==> config.mk <==
export PLATFORM = sky130hd
export DESIGN_NAME = calorimeter_cell_index_convert
export DESIGN_NICKNAME = d
export VERILOG_FILES = /design/src/design/cicc_pkg.sv /design/src/design/cicc_front.sv /design/src/design/cicc_div_cell.sv /design/src/design/cicc_back.sv /design/src/design/calorimeter_cell_index_convert.sv
export SDC_FILE = /design/constraint.sdc
export NUM_CORES = 2
export LEC_CHECK = 0
export BUFFER_PORTS_ARGS = -buffer_cell sky130_fd_sc_hd__clkbuf_2
export CAP_MARGIN = 30
export CORE_MARGIN = 2
export CORE_UTILIZATION = 40
export DETAILED_ROUTE_END_ITERATION = 16
export SYNTH_ARGS = -nofsm -noshare
export SYNTH_HDL_FRONTEND = slang
export SYNTH_SLANG_ARGS = --single-unit
==> constraint.sdc <==
create_clock -name clock -period 9.4 [get_ports clock]
set_clock_uncertainty 0.05 [all_clocks]
set_input_delay 0.47 -clock clock [delete_from_list [all_inputs] [get_ports clock]]
set_output_delay 0.47 -clock clock [all_outputs]
set_load 0.1 [all_outputs]
==> src/design/cicc_pkg.sv <==
// ----------------------------------------------------------------------------
// cicc_pkg
// shared types, constants and helpers of the cell index converter
// ----------------------------------------------------------------------------
package cicc_pkg;

   // field widths
   localparam int ID_W    = 20;
   localparam int MOD_W   = 4;
   localparam int RC_W    = 9;
   localparam int XROW_W  = 8;
   localparam int XMOD_W  = 16;
   localparam int PMOD_W  = 18;
   localparam int MPROD_W = 22;
   localparam int RPROD_W = 18;
   localparam int HI_W    = 23;
   localparam int LO_W    = 19;
   localparam int SUM_W   = 24;
   localparam int TRIAL_W = 22;
   localparam int DATA_W  = 48;
   localparam int USER_W  = 2;
   localparam int CSR_IDX_W  = 3;
   localparam int CSR_DATA_W = 9;

   localparam logic [ID_W-1:0] ID_MAX = '1;

   // opcodes
   localparam logic OP_TO_REL = 1'b0;
   localparam logic OP_TO_ABS = 1'b1;

   // register indexes
   localparam logic [CSR_IDX_W-1:0] REG_MODULE_COUNT = 3'd0;
   localparam logic [CSR_IDX_W-1:0] REG_CRYSTAL_ROWS = 3'd1;
   localparam logic [CSR_IDX_W-1:0] REG_CRYSTAL_COLS = 3'd2;
   localparam logic [CSR_IDX_W-1:0] REG_PAD_ROWS     = 3'd3;
   localparam logic [CSR_IDX_W-1:0] REG_PAD_COLS     = 3'd4;

   // register reset values
   localparam logic [MOD_W-1:0]  RST_MODULE_COUNT = 4'd5;
   localparam logic [XROW_W-1:0] RST_CRYSTAL_ROWS = 8'd64;
   localparam logic [XROW_W-1:0] RST_CRYSTAL_COLS = 8'd56;
   localparam logic [RC_W-1:0]   RST_PAD_ROWS     = 9'd128;
   localparam logic [RC_W-1:0]   RST_PAD_COLS     = 9'd60;
   localparam logic [XMOD_W-1:0] RST_XTAL_MOD     = 16'd3584;
   localparam logic [PMOD_W-1:0] RST_PAD_MOD      = 18'd7680;
   localparam logic [ID_W-1:0]   RST_XTAL_ALL     = 20'd17920;

   // divider chain: module quotient bits, then row quotient bits
   localparam int MOD_STEPS  = 5;
   localparam int ROW_STEPS  = 9;
   localparam int CELL_COUNT = MOD_STEPS + ROW_STEPS;
   localparam int SHIFT_W    = 4;

   typedef struct packed {
      logic [MOD_W-1:0]  module_count;
      logic [XROW_W-1:0] crystal_rows;
      logic [XROW_W-1:0] crystal_cols;
      logic [RC_W-1:0]   pad_rows;
      logic [RC_W-1:0]   pad_cols;
      logic [XMOD_W-1:0] xtal_mod;
      logic [PMOD_W-1:0] pad_mod;
      logic [ID_W-1:0]   xtal_all;
   } cicc_cfg_type;

   typedef struct packed {
      logic              opcode;
      logic [ID_W-1:0]   abs_id;
      logic [MOD_W-1:0]  module_req;
      logic              is_pad;
      logic [RC_W-1:0]   row;
      logic [RC_W-1:0]   column;
   } cicc_req_type;

   typedef struct packed {
      logic               opcode;
      logic               is_pad;
      logic               zero_id;
      logic               bad_rel;
      logic [ID_W-1:0]    z;
      logic [RC_W-1:0]    column;
      logic [MPROD_W-1:0] mprod;
      logic [RPROD_W-1:0] rprod;
   } cicc_mid_type;

   typedef struct packed {
      logic              opcode;
      logic              kind;
      logic              bad;
      logic [ID_W-1:0]   rem;
      logic [RC_W-1:0]   quot;
      logic [MOD_STEPS-1:0] quot_mod;
      logic [PMOD_W-1:0] per_mod;
      logic [RC_W-1:0]   cols;
      logic [HI_W-1:0]   sum_hi;
      logic [LO_W-1:0]   sum_lo;
   } cicc_item_type;

   typedef struct packed {
      logic [SHIFT_W-1:0] shift;
      logic               use_cols;
      logic               capture;
   } cicc_step_type;

   typedef struct packed {
      logic [ID_W-1:0]  abs_id_out;
      logic [MOD_W-1:0] module_out;
      logic             is_pad_out;
      logic [RC_W-1:0]  row_out;
      logic [RC_W-1:0]  column_out;
      logic             out_of_range;
   } cicc_rsp_type;

   // control of divider cell idx: module phase shifts 4..0, row phase 8..0
   function automatic cicc_step_type cell_step(input int idx);
      cicc_step_type s;
      if (idx < MOD_STEPS) begin
         s.shift    = SHIFT_W'(MOD_STEPS - 1 - idx);
         s.use_cols = 1'b0;
         s.capture  = 1'b0;
      end else begin
         s.shift    = SHIFT_W'(CELL_COUNT - 1 - idx);
         s.use_cols = 1'b1;
         s.capture  = (idx == MOD_STEPS);
      end
      return s;
   endfunction

endpackage

==> src/design/cicc_front.sv <==
// ----------------------------------------------------------------------------
// cicc_front
// input register, products and range checks, divider operand setup
// ----------------------------------------------------------------------------
module cicc_front (
   input  logic                   clock,
   input  logic                   reset,
   input  cicc_pkg::cicc_cfg_type cfg,
   input  logic                   in_valid,
   output logic                   in_ready,
   input  cicc_pkg::cicc_req_type in_req,
   output logic                   out_valid,
   input  logic                   out_ready,
   output cicc_pkg::cicc_item_type out_item
);

   logic                    v0_ff, v0_in, v1_ff, v1_in, v2_ff, v2_in;
   logic                    rdy0, rdy1, rdy2;
   cicc_pkg::cicc_req_type  req_ff;
   cicc_pkg::cicc_mid_type  mid_ff, mid_in;
   cicc_pkg::cicc_item_type item_ff, item_in;

   logic [cicc_pkg::RC_W-1:0]    nr, nc;
   logic [cicc_pkg::PMOD_W-1:0]  unit_sel;
   logic [cicc_pkg::MOD_W-1:0]   mreq_m1;
   logic [cicc_pkg::RC_W-1:0]    row_m1;
   logic                         in_xtal;
   logic [cicc_pkg::ID_W-1:0]    z_pad;

   assign rdy2     = !v2_ff || out_ready;
   assign rdy1     = !v1_ff || rdy2;
   assign rdy0     = !v0_ff || rdy1;
   assign in_ready = rdy0;

   assign v0_in = rdy0 ? in_valid : v0_ff;
   assign v1_in = rdy1 ? v0_ff : v1_ff;
   assign v2_in = rdy2 ? v1_ff : v2_ff;

   // stage 1: products of the relative fields, grid checks
   always_comb begin
      nr       = req_ff.is_pad ? cfg.pad_rows : {1'b0, cfg.crystal_rows};
      nc       = req_ff.is_pad ? cfg.pad_cols : {1'b0, cfg.crystal_cols};
      unit_sel = req_ff.is_pad ? cfg.pad_mod : cicc_pkg::PMOD_W'(cfg.xtal_mod);
      mreq_m1  = req_ff.module_req - cicc_pkg::MOD_W'(1);
      row_m1   = req_ff.row - cicc_pkg::RC_W'(1);
      mid_in.opcode  = req_ff.opcode;
      mid_in.is_pad  = req_ff.is_pad;
      mid_in.zero_id = (req_ff.abs_id == '0);
      mid_in.z       = req_ff.abs_id - cicc_pkg::ID_W'(1);
      mid_in.column  = req_ff.column;
      mid_in.bad_rel = (req_ff.module_req == '0) || (req_ff.module_req > cfg.module_count)
                    || (req_ff.row == '0) || (req_ff.row > nr)
                    || (req_ff.column == '0) || (req_ff.column > nc);
      mid_in.mprod   = cicc_pkg::MPROD_W'(mreq_m1) * cicc_pkg::MPROD_W'(unit_sel);
      mid_in.rprod   = cicc_pkg::RPROD_W'(row_m1) * cicc_pkg::RPROD_W'(nc);
   end

   // stage 2: crystal or pad, dividend and divisors, partial sums
   always_comb begin
      in_xtal = mid_ff.z < cfg.xtal_all;
      z_pad   = mid_ff.z - cfg.xtal_all;
      item_in.opcode   = mid_ff.opcode;
      item_in.quot     = '0;
      item_in.quot_mod = '0;
      if (mid_ff.opcode == cicc_pkg::OP_TO_ABS) begin
         item_in.kind = mid_ff.is_pad;
         item_in.bad  = mid_ff.bad_rel;
      end else begin
         item_in.kind = !in_xtal;
         item_in.bad  = mid_ff.zero_id || (!in_xtal && (cfg.pad_mod == '0));
      end
      item_in.rem     = item_in.kind ? z_pad : mid_ff.z;
      item_in.per_mod = item_in.kind ? cfg.pad_mod : cicc_pkg::PMOD_W'(cfg.xtal_mod);
      item_in.cols    = item_in.kind ? cfg.pad_cols : {1'b0, cfg.crystal_cols};
      item_in.sum_hi  = (mid_ff.is_pad ? cicc_pkg::HI_W'(cfg.xtal_all) : '0)
                      + cicc_pkg::HI_W'(mid_ff.mprod);
      item_in.sum_lo  = cicc_pkg::LO_W'(mid_ff.rprod) + cicc_pkg::LO_W'(mid_ff.column);
   end

   always_ff @(posedge clock) begin
      if (reset) begin
         v0_ff <= 1'b0;
         v1_ff <= 1'b0;
         v2_ff <= 1'b0;
      end else begin
         v0_ff <= v0_in;
         v1_ff <= v1_in;
         v2_ff <= v2_in;
      end
   end

   always_ff @(posedge clock) begin
      if (in_valid && rdy0) begin
         req_ff <= in_req;
      end
      if (v0_ff && rdy1) begin
         mid_ff <= mid_in;
      end
      if (v1_ff && rdy2) begin
         item_ff <= item_in;
      end
   end

   assign out_valid = v2_ff;
   assign out_item  = item_ff;

endmodule

==> src/design/cicc_div_cell.sv <==
// ----------------------------------------------------------------------------
// cicc_div_cell
// one restoring division step: one quotient bit per cell, registered
// ----------------------------------------------------------------------------
module cicc_div_cell (
   input  logic                    clock,
   input  logic                    reset,
   input  cicc_pkg::cicc_step_type step_cfg,
   input  logic                    in_valid,
   output logic                    in_ready,
   input  cicc_pkg::cicc_item_type in_item,
   output logic                    out_valid,
   input  logic                    out_ready,
   output cicc_pkg::cicc_item_type out_item
);

   logic                    valid_ff, valid_in;
   cicc_pkg::cicc_item_type item_ff, item_in;

   logic [cicc_pkg::TRIAL_W-1:0] divisor, shifted, rem_wide, diff;
   logic                         fits;
   logic [cicc_pkg::RC_W-1:0]    quot_base;

   always_comb begin
      divisor   = step_cfg.use_cols ? cicc_pkg::TRIAL_W'(in_item.cols)
                                    : cicc_pkg::TRIAL_W'(in_item.per_mod);
      shifted   = divisor << step_cfg.shift;
      rem_wide  = cicc_pkg::TRIAL_W'(in_item.rem);
      fits      = rem_wide >= shifted;
      diff      = rem_wide - shifted;
      quot_base = step_cfg.capture ? '0 : in_item.quot;
      item_in   = in_item;
      // first row step keeps the module quotient and restarts
      if (step_cfg.capture) begin
         item_in.quot_mod = in_item.quot[cicc_pkg::MOD_STEPS-1:0];
      end
      item_in.quot = {quot_base[cicc_pkg::RC_W-2:0], fits};
      if (fits) begin
         item_in.rem = diff[cicc_pkg::ID_W-1:0];
      end
   end

   assign in_ready = !valid_ff || out_ready;
   assign valid_in = in_ready ? in_valid : valid_ff;

   always_ff @(posedge clock) begin
      if (reset) begin
         valid_ff <= 1'b0;
      end else begin
         valid_ff <= valid_in;
      end
   end

   always_ff @(posedge clock) begin
      if (in_valid && in_ready) begin
         item_ff <= item_in;
      end
   end

   assign out_valid = valid_ff;
   assign out_item  = item_ff;

endmodule

==> src/design/cicc_back.sv <==
// ----------------------------------------------------------------------------
// cicc_back
// final sum, range flags and output register
// ----------------------------------------------------------------------------
module cicc_back (
   input  logic                    clock,
   input  logic                    reset,
   input  logic [cicc_pkg::MOD_W-1:0] module_count,
   input  logic                    in_valid,
   output logic                    in_ready,
   input  cicc_pkg::cicc_item_type in_item,
   output logic                    out_valid,
   input  logic                    out_ready,
   output cicc_pkg::cicc_rsp_type  out_rsp
);

   logic                   valid_ff, valid_in;
   cicc_pkg::cicc_rsp_type rsp_ff, rsp_in;

   logic [cicc_pkg::SUM_W-1:0]  abs_sum;
   logic [cicc_pkg::MOD_W:0]    mod_num;
   logic                        bad;

   always_comb begin
      abs_sum = cicc_pkg::SUM_W'(in_item.sum_hi) + cicc_pkg::SUM_W'(in_item.sum_lo);
      mod_num = {1'b0, in_item.quot_mod[cicc_pkg::MOD_W-1:0]} + (cicc_pkg::MOD_W+1)'(1);
      rsp_in  = '0;
      if (in_item.opcode == cicc_pkg::OP_TO_ABS) begin
         bad = in_item.bad || (abs_sum > cicc_pkg::SUM_W'(cicc_pkg::ID_MAX));
         if (!bad) begin
            rsp_in.abs_id_out = abs_sum[cicc_pkg::ID_W-1:0];
         end
      end else begin
         // pad module past the last module in use
         bad = in_item.bad || (in_item.kind && (in_item.quot_mod[cicc_pkg::MOD_W]
               || (mod_num > {1'b0, module_count})));
         if (!bad) begin
            rsp_in.module_out = mod_num[cicc_pkg::MOD_W-1:0];
            rsp_in.is_pad_out = in_item.kind;
            rsp_in.row_out    = in_item.quot + cicc_pkg::RC_W'(1);
            rsp_in.column_out = in_item.rem[cicc_pkg::RC_W-1:0] + cicc_pkg::RC_W'(1);
         end
      end
      rsp_in.out_of_range = bad;
   end

   assign in_ready = !valid_ff || out_ready;
   assign valid_in = in_ready ? in_valid : valid_ff;

   always_ff @(posedge clock) begin
      if (reset) begin
         valid_ff <= 1'b0;
      end else begin
         valid_ff <= valid_in;
      end
   end

   always_ff @(posedge clock) begin
      if (in_valid && in_ready) begin
         rsp_ff <= rsp_in;
      end
   end

   assign out_valid = valid_ff;
   assign out_rsp   = rsp_ff;

endmodule

==> src/design/calorimeter_cell_index_convert.sv <==
// ----------------------------------------------------------------------------
// calorimeter_cell_index_convert
// absolute cell id to module, kind, row, column and back, configurable grid
// ----------------------------------------------------------------------------
//
//   channel   dir   beat content
//   req_*     in    opcode, abs_id, module_req, is_pad, row, column
//   rsp_*     out   abs_id_out, module_out, is_pad_out, row_out, column_out,
//                   out_of_range
//   csr_*     in    register write: index 0..4, data up to 9 bits
//
// - one beat per clock in and out while rsp_tready stays high
// - depth is set by the divider chain: 14 cells, one quotient bit each
//   (5 for the module, 9 for the row), behind a 3-stage front end
// - each stage holds its beat and takes the next as soon as it moves on, so
//   a stalled rsp beat leaves room for new beats up to the pipeline depth
// - synchronous active-high reset empties the pipeline and loads the
//   default grid: 5 modules, 64x56 crystals, 128x60 veto pads
// ----------------------------------------------------------------------------
module calorimeter_cell_index_convert (
   input  logic                              clock,
   input  logic                              reset,
   // abs_id[19:0], module_req[23:20], row[32:24], column[41:33], zero fill
   input  logic [cicc_pkg::DATA_W-1:0]       req_tdata,
   // opcode[0], is_pad[1]
   input  logic [cicc_pkg::USER_W-1:0]       req_tuser,
   input  logic                              req_tvalid,
   output logic                              req_tready,
   // abs_id_out[19:0], module_out[23:20], row_out[32:24], column_out[41:33]
   output logic [cicc_pkg::DATA_W-1:0]       rsp_tdata,
   // is_pad_out[0], out_of_range[1]
   output logic [cicc_pkg::USER_W-1:0]       rsp_tuser,
   output logic                              rsp_tvalid,
   input  logic                              rsp_tready,
   input  logic                              csr_wen,
   input  logic [cicc_pkg::CSR_IDX_W-1:0]    csr_index,
   input  logic [cicc_pkg::CSR_DATA_W-1:0]   csr_wdata
);

   // configuration registers
   logic [cicc_pkg::MOD_W-1:0]  module_count_ff, module_count_in;
   logic [cicc_pkg::XROW_W-1:0] crystal_rows_ff, crystal_rows_in;
   logic [cicc_pkg::XROW_W-1:0] crystal_cols_ff, crystal_cols_in;
   logic [cicc_pkg::RC_W-1:0]   pad_rows_ff, pad_rows_in;
   logic [cicc_pkg::RC_W-1:0]   pad_cols_ff, pad_cols_in;
   // grid products, one multiply per register
   logic [cicc_pkg::XMOD_W-1:0] xtal_mod_ff, xtal_mod_in;
   logic [cicc_pkg::PMOD_W-1:0] pad_mod_ff, pad_mod_in;
   logic [cicc_pkg::ID_W-1:0]   xtal_all_ff, xtal_all_in;

   cicc_pkg::cicc_cfg_type cfg;
   cicc_pkg::cicc_req_type req;
   cicc_pkg::cicc_rsp_type rsp;

   // links of the divider chain: 0 is the front end, CELL_COUNT the back end
   logic                    link_valid [cicc_pkg::CELL_COUNT+1];
   logic                    link_ready [cicc_pkg::CELL_COUNT+1];
   cicc_pkg::cicc_item_type link_item  [cicc_pkg::CELL_COUNT+1];

   // register writes, unknown indexes are dropped
   always_comb begin
      module_count_in = module_count_ff;
      crystal_rows_in = crystal_rows_ff;
      crystal_cols_in = crystal_cols_ff;
      pad_rows_in     = pad_rows_ff;
      pad_cols_in     = pad_cols_ff;
      if (csr_wen) begin
         unique case (csr_index)
            cicc_pkg::REG_MODULE_COUNT: module_count_in = csr_wdata[cicc_pkg::MOD_W-1:0];
            cicc_pkg::REG_CRYSTAL_ROWS: crystal_rows_in = csr_wdata[cicc_pkg::XROW_W-1:0];
            cicc_pkg::REG_CRYSTAL_COLS: crystal_cols_in = csr_wdata[cicc_pkg::XROW_W-1:0];
            cicc_pkg::REG_PAD_ROWS:     pad_rows_in     = csr_wdata;
            cicc_pkg::REG_PAD_COLS:     pad_cols_in     = csr_wdata;
            default: ;
         endcase
      end
   end

   // the products are registered, xtal_all from xtal_mod; the front end
   // reads xtal_all only in its third stage
   assign xtal_mod_in = cicc_pkg::XMOD_W'(crystal_rows_ff) * cicc_pkg::XMOD_W'(crystal_cols_ff);
   assign pad_mod_in  = cicc_pkg::PMOD_W'(pad_rows_ff) * cicc_pkg::PMOD_W'(pad_cols_ff);
   assign xtal_all_in = cicc_pkg::ID_W'(xtal_mod_ff) * cicc_pkg::ID_W'(module_count_ff);

   always_ff @(posedge clock) begin
      if (reset) begin
         module_count_ff <= cicc_pkg::RST_MODULE_COUNT;
         crystal_rows_ff <= cicc_pkg::RST_CRYSTAL_ROWS;
         crystal_cols_ff <= cicc_pkg::RST_CRYSTAL_COLS;
         pad_rows_ff     <= cicc_pkg::RST_PAD_ROWS;
         pad_cols_ff     <= cicc_pkg::RST_PAD_COLS;
         xtal_mod_ff     <= cicc_pkg::RST_XTAL_MOD;
         pad_mod_ff      <= cicc_pkg::RST_PAD_MOD;
         xtal_all_ff     <= cicc_pkg::RST_XTAL_ALL;
      end else begin
         module_count_ff <= module_count_in;
         crystal_rows_ff <= crystal_rows_in;
         crystal_cols_ff <= crystal_cols_in;
         pad_rows_ff     <= pad_rows_in;
         pad_cols_ff     <= pad_cols_in;
         xtal_mod_ff     <= xtal_mod_in;
         pad_mod_ff      <= pad_mod_in;
         xtal_all_ff     <= xtal_all_in;
      end
   end

   always_comb begin
      cfg.module_count = module_count_ff;
      cfg.crystal_rows = crystal_rows_ff;
      cfg.crystal_cols = crystal_cols_ff;
      cfg.pad_rows     = pad_rows_ff;
      cfg.pad_cols     = pad_cols_ff;
      cfg.xtal_mod     = xtal_mod_ff;
      cfg.pad_mod      = pad_mod_ff;
      cfg.xtal_all     = xtal_all_ff;
   end

   // unpack the request beat
   always_comb begin
      req.opcode     = req_tuser[0];
      req.is_pad     = req_tuser[1];
      req.abs_id     = req_tdata[19:0];
      req.module_req = req_tdata[23:20];
      req.row        = req_tdata[32:24];
      req.column     = req_tdata[41:33];
   end

   cicc_front u_front (
      .clock     (clock),
      .reset     (reset),
      .cfg       (cfg),
      .in_valid  (req_tvalid),
      .in_ready  (req_tready),
      .in_req    (req),
      .out_valid (link_valid[0]),
      .out_ready (link_ready[0]),
      .out_item  (link_item[0])
   );

   // module quotient cells first, then row quotient cells
   for (genvar i = 0; i < cicc_pkg::CELL_COUNT; i++) begin : g_cell
      cicc_div_cell u_cell (
         .clock     (clock),
         .reset     (reset),
         .step_cfg  (cicc_pkg::cell_step(i)),
         .in_valid  (link_valid[i]),
         .in_ready  (link_ready[i]),
         .in_item   (link_item[i]),
         .out_valid (link_valid[i+1]),
         .out_ready (link_ready[i+1]),
         .out_item  (link_item[i+1])
      );
   end

   cicc_back u_back (
      .clock        (clock),
      .reset        (reset),
      .module_count (module_count_ff),
      .in_valid     (link_valid[cicc_pkg::CELL_COUNT]),
      .in_ready     (link_ready[cicc_pkg::CELL_COUNT]),
      .in_item      (link_item[cicc_pkg::CELL_COUNT]),
      .out_valid    (rsp_tvalid),
      .out_ready    (rsp_tready),
      .out_rsp      (rsp)
   );

   // pack the result beat
   assign rsp_tdata = {6'b0, rsp.column_out, rsp.row_out, rsp.module_out, rsp.abs_id_out};
   assign rsp_tuser = {rsp.out_of_range, rsp.is_pad_out};

   // a flagged result carries nothing else
   a_flag_clears: assert property (@(posedge clock) disable iff (reset)
      rsp_tvalid && rsp_tuser[1] |-> (rsp_tdata == '0) && !rsp_tuser[0])
      else $error("flagged result with nonzero fields");

   // a good result is either an absolute id or a relative position, never both
   a_one_form: assert property (@(posedge clock) disable iff (reset)
      rsp_tvalid && !rsp_tuser[1]
      |-> (rsp_tdata[19:0] != '0) != (rsp_tdata[23:20] != '0))
      else $error("result is neither or both forms");

   // a good relative result has one-based row and column
   a_one_based: assert property (@(posedge clock) disable iff (reset)
      rsp_tvalid && !rsp_tuser[1] && (rsp_tdata[23:20] != '0)
      |-> (rsp_tdata[32:24] != '0) && (rsp_tdata[41:33] != '0))
      else $error("relative result with zero row or column");

   // a veto pad result only comes with a module number
   a_pad_module: assert property (@(posedge clock) disable iff (reset)
      rsp_tvalid && rsp_tuser[0] |-> (rsp_tdata[23:20] != '0))
      else $error("pad result without module");

endmodule

# ---- Yosys cells after proc, flatten, opt, wreduce, memory -nomap -nowiden
# Cells that the tools add are included.
dict set report classes {
  n_addsub 24
  mul 5
  order_cmp 20
  n_eq_ne 4
  mux 23
  bitwise_logic 1
  n_reduce_logical 79
}
# op count
set ops {}
lappend ops {{2-to-1 mux 20 bit} 15}
lappend ops {{subtractor 20 bit} 4}
lappend ops {{multiplier 9 x 9 -> 18 bit} 2}
lappend ops {{logical OR 1 bit} 27}
lappend ops {{2-to-1 mux 9 bit} 3}
lappend ops {{adder 23 x 19 -> 24 bit} 1}
lappend ops {{greater-than comparator 24 x 20 -> 1 bit (second input constant)} 1}
lappend ops {{adder 23 x 22 -> 23 bit} 1}
lappend ops {{>= comparator 20 x 22 -> 1 bit} 1}
lappend ops {{multiplier 4 x 18 -> 22 bit} 1}
lappend ops {{>= comparator 20 x 21 -> 1 bit} 1}
lappend ops {{>= comparator 20 x 10 -> 1 bit} 1}
lappend ops {{>= comparator 20 x 11 -> 1 bit} 1}
lappend ops {{>= comparator 20 x 12 -> 1 bit} 1}
lappend ops {{>= comparator 20 x 13 -> 1 bit} 1}
lappend ops {{>= comparator 20 x 14 -> 1 bit} 1}
lappend ops {{>= comparator 20 x 15 -> 1 bit} 1}
lappend ops {{>= comparator 20 x 16 -> 1 bit} 1}
lappend ops {{>= comparator 20 x 17 -> 1 bit} 1}
lappend ops {{>= comparator 20 x 18 -> 1 bit} 1}
lappend ops {{>= comparator 20 x 19 -> 1 bit} 1}
lappend ops {{>= comparator 20 bit} 1}
lappend ops {{>= comparator 20 x 9 -> 1 bit} 1}
lappend ops {{logical AND 1 bit} 20}
lappend ops {{40 further kinds} 67}
dict set report word_totals {
  regBits 1556
  input_bits 67
  output_inout_bits 52
  elab_cells 336
}

# ---- Depth between registers and ports, before layout
dict set report logic_depth {
  word_depth 20
  mapped_depth 24
  mapped_depth_nobuf 23
}

# ---- Cells and area by module
# From an unflattened synthesis, not the netlist that was laid out.
dict set report hier_totals {
  cells_unflattened 9042
  hier_area_um2 108953.2
}
# module n_inst cells_per_inst area_per_inst_um2 seq_area_each_um2
set modules_own_cells {}
lappend modules_own_cells {{cicc_div_cell (g_cell[1].u_cell ...)} 9 440 5756.8 3203.1}
lappend modules_own_cells {{cicc_div_cell (g_cell[0].u_cell ...)} 4 446 5676.7 3203.1}
lappend modules_own_cells {cicc_front 1 1437 15905.3 6336.1}
lappend modules_own_cells {calorimeter_cell_index_convert 1 1118 9551.7 1841.8}
lappend modules_own_cells {{cicc_div_cell (g_cell[13].u_cell)} 1 428 5632.9 3203.1}
lappend modules_own_cells {cicc_back 1 315 3345.7 1341.3}

# ---- Worst setup path before layout
# Ideal clock, no wire load.
dict set report synth_timing {
  path_kind {register to register}
  from {register u_back.valid_ff, in the netlist u_back.out_valid}
  to {register g_cell[0].u_cell.item_ff, in the netlist g_cell[0].u_cell.out_item[0] (enable)}
  setup_ps 687
  t_arrival_ps 8545
  required_time_ps 8663
  slack_ps 118
  path_stages_with_launch 8
  n_path_buf 0
  period_less_slack_ps 9282
  path_cell_list {dfxtp_1 -> nor2b_1 -> and3_1 -> and3_1 -> nand2_1 -> nor2_1 -> and3_1 -> a21boi_0}
}
dict set report synth_via {
  elab_chain_len 17
}
# item line_no
set synth_rtl {}
lappend synth_rtl {{from (decl)} cicc_back.sv:17} ;# logic valid_ff, valid_in;
lappend synth_rtl {{from (signal assigned)} cicc_back.sv:54} ;# valid_ff <= valid_in;
lappend synth_rtl {{logical NOT 1 bit} cicc_back.sv:47} ;# assign in_ready = !valid_ff || out_ready;
lappend synth_rtl {{logical OR 1 bit} cicc_back.sv:47}
lappend synth_rtl {{logical OR 1 bit (14 in series)} cicc_div_cell.sv:43} ;# assign in_ready = !valid_ff || out_ready;
lappend synth_rtl {{logical AND 1 bit} cicc_div_cell.sv:55} ;# if (in_valid && in_ready) begin
lappend synth_rtl {{to (signal assigned)} cicc_div_cell.sv:56} ;# item_ff <= item_in;
lappend synth_rtl {{to (decl)} cicc_div_cell.sv:18} ;# cicc_pkg::cicc_item_type item_ff, item_in;
# Every way passes these cells.
# A chain may end at the register's enable or synchronous reset.

==> reports/results.tsv <==
stage	metric	value	unit
clock_network	cts_resized	0	
power_and_ir_drop	powerDensity	184.7	nW/um^2
synth	async_flop_share	0	%
floorplanning	floorplan_die_height	434.6	um
critical_path	timing.rr.start	u_front.req_ff[9]	
clock_network	cts-buffers-inserted	163	
sta	setup_tns	0	ps
sta	final.min_clock_period	6716	ps
sta	timing.final.setup_violations	0	
global_routing	overall_track_demand_over_capacity_in_global_routing	14.91	%
sta	fin_crit_sh	71.45	%
global_routing	grt_overflow	0	
hold_path	hold_path.startpoint	csr_index[1]	
detailed_routing	ant_nets	0	
placed_design	detailedPlacementHpwl	103300	um
critical_path	timing.critical_path.to_type	register	
detailed_routing	routed_wl	138700	um
critical_path	rr_worst_depth	22	
clock_network	cts_buffer_depth	3	
synth	dominantRegCellSynth	edfxtp_1	
detailed_routing	drt_first_pass_iters	5	
sta	slew_headroom	35.69	%
clock_network	tritoncts	built	
floorplanning	start_util	40.13	%
floorplanning	rows	158	
finish	multiInputGateArea	26240	sq um
critical_path	cp.required	9860	ps
detailed_routing	avg_vias_per_cell	4.851	
sta	fmax	148.9	MHz
synth	number_of_synthesized_register_bits	1556	
hold_path	number_of_stages_on_the_worst_hold_path	4	
critical_path	timing.critical_path.arrival	7170	ps
global_routing	number_of_antenna_violations_at_the_first_check_in_global_routing	8	
hold_path	min_to	crystal_rows_ff[2]	
finish	number_of_fillers_in_the_final_layout	16311	
clock_network	cts_htree_levels	4	
critical_path	rrSetupSlack	2680	ps
synth	sequential_area_share_after_synthesis	61.51	%
detailed_routing	drc_errors	0	
floorplanning	design.core.area	184800	sq um
power_and_ir_drop	power.leakage	32.16	nW
clock_network	clkTransAtPathRegs	70	ps
detailed_routing	first_iter_violations	1969	
critical_path	timing_worst_setup_path_type	register to register	
synth	synthesis.area_per_instance	13.19	sq um
synth	synthesized_instance_count	5625	
critical_path	crit_fanout	10	
global_routing	grt_pass1_vias	42283	
global_routing	grt_first_pass_wirelength	223200	um
placed_design	gp_routability_congestion	0.8657	
global_routing	maximum_number_of_pins_on_one_net_before_global_route_repair	81	
power_and_ir_drop	vdd_drop_max	0.1343	mV
finish	ff_latch_area	45620	sq um
hold_path	timing.hold.worst.class	input port to register	
finish	final_layout_size_suffix_gt1_share	8.700	%
floorplanning	top_level_ports	119	
floorplanning	die_width	434.6	um
clock_network	clock_sinks	1556	
placed_design	port-buffer-count	106	
detailed_routing	drt-wirelength-per-cell	16.31	um
synth	yosys_warnings	0	
placed_design	placed_area	77940	sq um
sta	rsz_0062_raised_after_global_routing	no	
sta	finalMaxSlewViolations	0	
sta	timing.final.hold_violations	0	
floorplanning	design.die.area	188900	sq um
sta	tightestPinTransition	961.4	ps
synth	post_synth_instance_area	74180	sq um
synth	synth_enable_flop_cells	1446	
clock_network	worst_skew_late_latency	800	ps
finish	fin_area	83990	sq um
finish	flow.area_growth_from_synthesis	13.23	%
finish	layout.nets	6600	
status	outcome	completed	
critical_path	critPathLaunchType	register	
clock_network	cts-root-buf	clkbuf_16	
flow_run	max_cap_violations	0	
detailed_routing	route.vias.total	41256	
synth	post_synth_num_cell_types	77	
critical_path	crit-reg2reg-capture	u_front.mid_ff[16]	
-- Yosys cell counts (all sizes together) (17+ instances only) --
library cell,number,area [sq um]
o21bai,18,138.9
clkbuf,99,371.6
nand4,36,225.2
or2,23,143.9
edfxtp,1446,43420
o31ai,31,232.7
or3,35,219.0
nor3,82,410.4
a211oi,25,192.7
nand2b,72,450.4
xor2,162,1419
mux2i,39,390.4
nor2b,86,538.0
nand3,60,300.3
mux2,77,867.1
xnor2,166,1454
a21boi,33,247.7
inv,550,2064
a21oi,219,1096
buf,18,96.34
fa,214,4284
ha,430,5380
and3,24,150.1
a21o,83,623.1
nand2,548,2057
nor2,330,1239
o21ai,214,1071
dfxtp,110,2202
o21a,44,330.3
and2,135,844.6
nor4,45,296.5
nand3b,17,127.6
-- placed cells by master (no fill, tap or decap), types with 72 or more instances in the layout --
cell	n
dfxtp_1	110
a21o_1	82
nor3_1	82
clkbuf_2	105
nand2b_1	72
a21oi_1	217
xor2_1	162
clkbuf_16	164
xnor2_1	166
o21ai_0	212
mux2_2	77
edfxtp_1	1446
ha_1	430
nand2_1	548
nor2_1	330
inv_1	550
and2_1	135
nor2b_1	76
fa_1	214
-- registers in the layout, indices dropped and copies added (netlist names), 4 cells and up --
name and cells:
crystal_cols_ff 8, xtal_mod_ff 16, pad_cols_ff 9, u_back.out_rsp 44, u_front.mid_in 11, u_front.req_ff 33, pad_mod_ff 18, pad_rows_ff 9
g_cell.u_cell.out_item 1193, u_front.out_item 92, crystal_rows_ff 8, u_front.mid_ff 72, xtal_all_ff 20, module_count_ff 4, g_cell.u_cell.out_valid 14
-- worst max-delay path, stage by stage, from the launching register on --
cell      delay, ps
edfxtp_1        580
inv_1           210
ha_1            240
nand2_1         100
or3_1           380
or3_1           360
xor2_1          700
or2_2           240
fa_1            400
inv_1            80
fa_1            440
fa_1            490
inv_1            50
fa_1            520
inv_1            40
ha_1            320
a21boi_0        160
o21a_1          220
o21ai_0         160
nand2b_1        100
a41oi_1         290
a21oi_1         120
xor2_1          150
-- routing by layer --
layer	routed length [um]	GRT usage, %
met1	57830	17.79
met2	69860	26.59
met3	4929	2.133
met4	6094	6.757
met5	0	0
-- power by group --
part / total (W) / leakage, nW / switching (W) / internal [W]
Sequential: 0.00778 / 13.9 / 0.000113 / 0.00767
Combinational: 0.00135 / 15.6 / 0.000767 / 0.000586
Clock: 0.00638 / 2.61 / 0.00266 / 0.00372
Total: 0.0155 / 32.2 / 0.00354 / 0.0120
-- layout make-up --
type | instances | area share [%]
diodes | 1 | 0.002979
clock buffers | 201 | 5.063
clock inverters | 98 | 1.397
inverters | 551 | 2.462
multi-input cells | 3406 | 31.24
flip-flops and latches | 1556 | 54.32
well taps | 2480 | 3.694
repair buffers | 211 | 1.823
-- how the worst max path moves through the flow --
stage | start | end | slack (ps) | cells after the start
floorplan | u_back.out_valid | g_cell[0].u_cell.out_item[0] | 120 | 7
global placement | u_front.req_ff[9] | u_front.mid_ff[16] | 2820 | 22
detailed placement | u_front.req_ff[9] | u_front.mid_ff[16] | 2810 | 22
CTS | u_front.req_ff[9] | u_front.mid_ff[16] | 2760 | 22
global route | u_front.req_ff[9] | u_front.mid_ff[16] | 2310 | 22
finish | u_front.req_ff[9] | u_front.mid_ff[16] | 2680 | 22
-- through the flow --
stage	cells	power [W]	utilization [%]	hold WS, ps	setup slack (ps)
2_1_floorplan	5630	0.008920	-	350.3	117.8
3_3_place_gp	8141	0.009243	42.13	351.5	2820
3_5_place_dp	8145	0.009259	42.16	354.5	2815
4_1_cts	8501	0.01572	45.41	26.16	2759
5_1_grt	8503	0.01616	45.44	91.13	2312
6_report	8504	0.01552	45.44	99.46	2684
-- cells by family after synthesis --
logic type / after synthesis / synth area share [%]
flip-flops: 1556 / 61.51
AND/OR/NAND/NOR: 1537 / 9.927
AO/OA/AOI/OAI: 775 / 6.545
buffers and inverters: 668 / 3.419
adder cells (fa/ha/maj): 644 / 13.03
XOR/XNOR: 328 / 3.873
multiplexers: 116 / 1.695
other: 1 / 0.005056
-- what timing repair did --
action / 4_1_cts / 5_1_grt
hold buffers: 57 / 0
hold endpoints to repair: 85 / 0
buffers inserted: 0 / 0
endpoints found under the setup margin: 0 / 0
Power figures use the tool's default switching activity.
